<file path="src/emb_pkg.sv">
// Shared types and constants of the emulated memory bus decoder.
// Depends on nothing; imported by every module of the block but emb_checker.
package emb_pkg;

    localparam int ROM_ADDR_BITS = 20;
    localparam int ROM_ROW_W     = ROM_ADDR_BITS - 2;
    localparam int ROM_ROWS      = 1 << ROM_ROW_W;

    localparam int RAM_ROW_W = 17;
    localparam int RAM_ROWS  = 99072;

    localparam logic [RAM_ROW_W-1:0] EWRAM_BASE = RAM_ROW_W'(0);
    localparam logic [RAM_ROW_W-1:0] VRAM_BASE  = RAM_ROW_W'(65536);
    localparam logic [RAM_ROW_W-1:0] IWRAM_BASE = RAM_ROW_W'(90112);
    localparam logic [RAM_ROW_W-1:0] OAM_BASE   = RAM_ROW_W'(98304);
    localparam logic [RAM_ROW_W-1:0] PAL_BASE   = RAM_ROW_W'(98560);
    localparam logic [RAM_ROW_W-1:0] IO_BASE    = RAM_ROW_W'(98816);

    localparam logic [15:0] EWRAM_ROW_MASK = 16'hFFFF;
    localparam logic [15:0] VRAM_ROW_MASK  = 16'h5FFF;
    localparam logic [15:0] IWRAM_ROW_MASK = 16'h1FFF;
    localparam logic [15:0] SMALL_ROW_MASK = 16'h00FF;

    localparam logic [1:0] KIND_READ  = 2'd0;
    localparam logic [1:0] KIND_WRITE = 2'd1;
    localparam logic [1:0] KIND_LOAD  = 2'd2;

    localparam int ROM_LEN_W = 21;
    localparam int ROM_OFF_W = 25;

    typedef struct packed {
        logic                           rom_rd;
        logic                           rom_we;
        logic                           ram_rd;
        logic                           ram_we;
        logic                           ign;
        logic [1:0]                     low;
        logic [3:0][ROM_ROW_W-1:0]      rom_row;
        logic [3:0][RAM_ROW_W-1:0]      ram_row;
        logic [3:0][7:0]                wbyte;
    } t_access;

endpackage

</file>
<file path="src/emb_decode.sv">
// Address decoder: region select, per-lane row addresses and write lanes.
// Depends on emb_pkg.
module emb_decode import emb_pkg::*; (
    input  logic                 i_en,
    input  logic [1:0]           i_kind,
    input  logic [31:0]          i_address,
    input  logic [31:0]          i_wdata,
    input  logic [ROM_LEN_W-1:0] i_rom_len,
    output t_access              o_acc
);

    localparam logic [2:0] REG_BIOS  = 3'd0;
    localparam logic [2:0] REG_EWRAM = 3'd1;
    localparam logic [2:0] REG_IWRAM = 3'd2;
    localparam logic [2:0] REG_IO    = 3'd3;
    localparam logic [2:0] REG_PAL   = 3'd4;
    localparam logic [2:0] REG_VRAM  = 3'd5;
    localparam logic [2:0] REG_OAM   = 3'd6;
    localparam logic [2:0] REG_ROM   = 3'd7;

    logic [27:0]          addr;
    logic [2:0]           region;
    logic                 is_ram;
    logic [15:0]          row_mask;
    logic [RAM_ROW_W-1:0] row_base;
    logic [ROM_OFF_W:0]   rom_end;
    logic                 rom_inb;
    logic [1:0]           low;

    assign addr = i_address[27:0];
    assign low  = i_address[1:0];

    always_comb begin
        if (addr[27]) begin
            region = REG_ROM;
        end else begin
            unique case (addr[26:24])
                3'd7:    region = REG_OAM;
                3'd6:    region = REG_VRAM;
                3'd5:    region = REG_PAL;
                3'd4:    region = REG_IO;
                3'd3:    region = REG_IWRAM;
                3'd2:    region = REG_EWRAM;
                default: region = REG_BIOS;
            endcase
        end
    end

    always_comb begin
        is_ram   = 1'b1;
        row_mask = SMALL_ROW_MASK;
        row_base = EWRAM_BASE;
        unique case (region)
            REG_EWRAM: begin
                row_mask = EWRAM_ROW_MASK;
                row_base = EWRAM_BASE;
            end
            REG_IWRAM: begin
                row_mask = IWRAM_ROW_MASK;
                row_base = IWRAM_BASE;
            end
            REG_IO:    row_base = IO_BASE;
            REG_PAL:   row_base = PAL_BASE;
            REG_VRAM: begin
                row_mask = VRAM_ROW_MASK;
                row_base = VRAM_BASE;
            end
            REG_OAM:   row_base = OAM_BASE;
            default:   is_ram = 1'b0;
        endcase
    end

    assign rom_end = {1'b0, addr[ROM_OFF_W-1:0]} + (ROM_OFF_W+1)'(3);
    assign rom_inb = rom_end < (ROM_OFF_W+1)'(i_rom_len);

    always_comb begin
        logic        cy;
        logic [1:0]  sel;
        logic [15:0] row16;
        o_acc.rom_rd = i_en && (i_kind == KIND_READ) && (region == REG_ROM) && rom_inb;
        o_acc.rom_we = i_en && (i_kind == KIND_LOAD);
        o_acc.ram_rd = i_en && (i_kind == KIND_READ) && is_ram;
        o_acc.ram_we = i_en && (i_kind == KIND_WRITE) && is_ram;
        o_acc.ign    = (i_kind == KIND_WRITE) && !is_ram;
        o_acc.low    = low;
        for (int j = 0; j < 4; j++) begin
            cy    = 2'(j) < low;
            sel   = 2'(j) - low;
            row16 = ((addr[17:2] & row_mask) + 16'(cy)) & row_mask;
            o_acc.rom_row[j] = i_address[ROM_ADDR_BITS-1:2] + ROM_ROW_W'(cy);
            o_acc.ram_row[j] = row_base + {1'b0, row16};
            o_acc.wbyte[j]   = i_wdata[8*sel +: 8];
        end
    end

endmodule

</file>
<file path="config.mk">
export PLATFORM = sky130hd
export DESIGN_NAME = emb_decode
export DESIGN_NICKNAME = d
export VERILOG_FILES = /design/src/emb_pkg.sv /design/src/emb_decode.sv
export SDC_FILE = /design/constraint.sdc
export NUM_CORES = 1
export LEC_CHECK = 0
export BUFFER_PORTS_ARGS = -buffer_cell sky130_fd_sc_hd__buf_2
export CAP_MARGIN = 15
export CORE_ASPECT_RATIO = 1.2
export CORE_MARGIN = 5
export CORE_UTILIZATION = 50
export DETAILED_ROUTE_END_ITERATION = 8
export PLACE_DENSITY = 0.91
export SLEW_MARGIN = 30
export SYNTH_ARGS = -nofsm -noshare
export SYNTH_HDL_FRONTEND = slang
export SYNTH_SLANG_ARGS = --single-unit
</file>
<file path="constraint.sdc">
create_clock -name vclk -period 11.5
set_input_delay 1.15 -clock vclk [all_inputs]
set_output_delay 1.15 -clock vclk [all_outputs]
set_load 0.03 [all_outputs]
</file>
==> flow_summary.ini <==
[pwr]
power.leakage_nw = 2.802
p_switching_mw = 0.2138
p_comb_frac = 1.000
swShare = 0.6754
ir_worst_vdd_mv = 0.05761
cellPowerDensity_nw_per_um2 = 58.29
p_int_mw = 0.1027
seq_power_share = 0
power_frac_clock = 0

[finish]
nClkBuffers = 0
final_layout_size_suffix_gt1_frac = 0.4141
seq_cell_count = 0
final_util = 0.6075
areaGrowthSynthToFinish_pct = 20.72
nNetsFinal = 899
regArea_sq_um = 0

[floorplan]
start_util = 0.5032
die_area_sq_um = 11000
die_w_um = 96.59
placeableCoreArea_sq_um = 8939
rows = 38
die_y_um = 113.9
io_pins = 267

[timing]
holdWs_ns = 2.625
finalSetupTns_ns = 0
worst_slack_ns = 5.140
period_share = 0.5530
final-max-slew-violation-count = 0
rsz0062_at_grt = false
finalHoldViolCount = 0
fmax_mhz = 157.2
period_needed_ns = 6.360
setup_viol = 0
worst_pin_slew_ns = 0.7955
slew_headroom = 0.4697

[synthesis]
synth_largest_area_cell = mux4_2
avgSynthCellArea_sq_um = 7.878
synthXorXnorAreaFrac = 0.1850
synth_adder_area_share = 0.1680
synthSimpleGateAreaFrac = 0.2520
yosys-top-cells-count = 58 x xnor2_1, 57 x buf_4, 54 x ha_1
synth_area_leaders = mux4_2 16%, ha_1 15%, xnor2_1 11%, buf_4 9.5%, xor2_1 7.2%
synth-compound-area-share = 0.07983
synth_top_family_by_area = simple AND/OR/NAND/NOR gates
synth_cells = 571
synth_most_common_cell = xnor2_1
synth_nets = 717
synthMuxAreaShare = 0.1602
yosysTopAreaCellShare = 0.1602
syn_area_sq_um = 4498
yosysWarnings = 0
ys_seq_area_frac = 0
ys_types = 56

[worst_setup_path]
arrival_ns = 5.21
critPathKind = input pin to output pin
cp.required_ns = 10.35
critPathLaunchType = input pin
crit_chain = buf_4 > inv_1 > ha_1 > inv_1 > ha_1 > ha_1 > and4_1 > nand3_1 > xnor2_1 > and2_1 > ha_1 > inv_1 > fa_1 > nand2b_1 > or4_4 > a21oi_2 > xnor2_1 > buf_2
slowest_delay_ns = 0.44
critPathMaxFanout = 37
cp_slowest_cell = buf_4
end_kind = output pin
path_common_cell = ha_1
cp_num_buf_inv = 5
cp_top_family = adder cells

[grt]
grtUsageMet2 = 0.4880
grt_pass1_wl_mm = 23.58
use_met3 = 0.07058
grt-ovfl-total = 0
antenna_found_initial = 4
busiest_layer = met2
grt_max_degree = 38
grtUsageMet1 = 0.2965
gr-usage-all-layers = 0.2686
grt_pass1_vias = 4739

[placement]
place_hpwl_mm = 13.38
port_buffers = 263
pre_cts_ws_ns = 4.836
routabilityCongestion = 0.9540

[job]
cap_violations = 0

[drt]
drtIter0Drc = 242
antenna_left = 0
drt_pre_antenna_iters = 4
drt-total-wl_mm = 15.35
routed_via_density = 5.583
routedWlPerCell_um = 17.60
vias = 4868
drc_errors = 0

[min_path]
hold_class = input pin to output pin
min_from = i_kind[1]
whs_endpoint = o_acc[174]
whs_path_depth = 3

[clocking]
hold_buffers = 0
post_cts_buffers = 0
ctsResizeCount = 0

[status]
status = finished clean
-- tightest hold or removal path: stages --
cell and delay, ns:
buf_2 0.11, nor3b_1 0.05, buf_2 0.17
-- cell type report --
type,count,area [sq um]
antenna,1,2.502
fill,839,3508
inverter,42,157.7
multi-input combinational,446,3801
tap,120,150.1
timing repair buffer,263,1319
-- worst max path at each step --
stage	start	end	slack (ns)	depth (start not counted)
finish	i_address[0]	o_acc[48]	5.14	18
global route	i_address[0]	o_acc[80]	4.83	16
CTS	i_address[0]	o_acc[48]	4.84	18
detailed placement	i_address[0]	o_acc[48]	4.84	18
global placement	i_address[0]	o_acc[48]	4.93	18
floorplan	i_address[1]	o_acc[46]	4.84	18
-- cell usage in the layout, fill, tap and decap left out, types with 4 or more instances in the layout --
cell,synthesis,layout
buf_2,5,262
xnor2_1,58,58
ha_1,54,54
nor2_1,43,43
inv_1,42,42
nand2_1,38,38
xor2_1,37,37
mux4_2,32,32
nand3_1,27,27
nand4_1,18,18
nor3_1,15,15
a21oi_1,14,14
and2_1,12,12
and3_1,11,11
a21o_1,8,8
nor2b_1,6,6
nor4_1,6,6
o21ai_0,6,6
or2_2,5,5
nand2b_1,4,4
fa_1,4,4
-- power groups by stage --
| stage | clock network (mW) | registers [mW] | logic [mW] |
|---|---|---|---|
| 3_3_place_gp | 0 | 0 | 0.313 |
| 5_1_grt | 0.0000000116 | 0 | 0.340 |
| 2_1_floorplan | 0 | 0 | 0.241 |
| 4_1_cts | 0 | 0 | 0.318 |
| 3_5_place_dp | 0 | 0 | 0.317 |
| 6_report | 0.0000000116 | 0 | 0.317 |
-- metrics by stage --
stage | std cells | instance area [sq um] | total power [mW]
after global placement | 871 | 5425 | 0.3126
after floorplan | 571 | 4498 | 0.2414
final | 872 | 5430 | 0.3165
after detailed placement | 871 | 5425 | 0.3169
after global routing | 872 | 5430 | 0.3400
after CTS | 871 | 5425 | 0.3179
-- routing by layer --
layer	vias to the layer above	part of all wire
met2	243	0.52
li1	2325	-
met5	-	0.0018
met1	2252	0.34
met3	42	0.11
met4	6	0.032
-- cell families (layout without fill, tap and decap cells) --
kind of cell	count (synthesis)	after routing
other cells	0	1
simple gates	209	209
fa+ha+maj	58	58
compound gates	52	52
mux	32	32
buf+inv	125	305
xor+xnor	95	95
(Power assumes the default switching activity.)
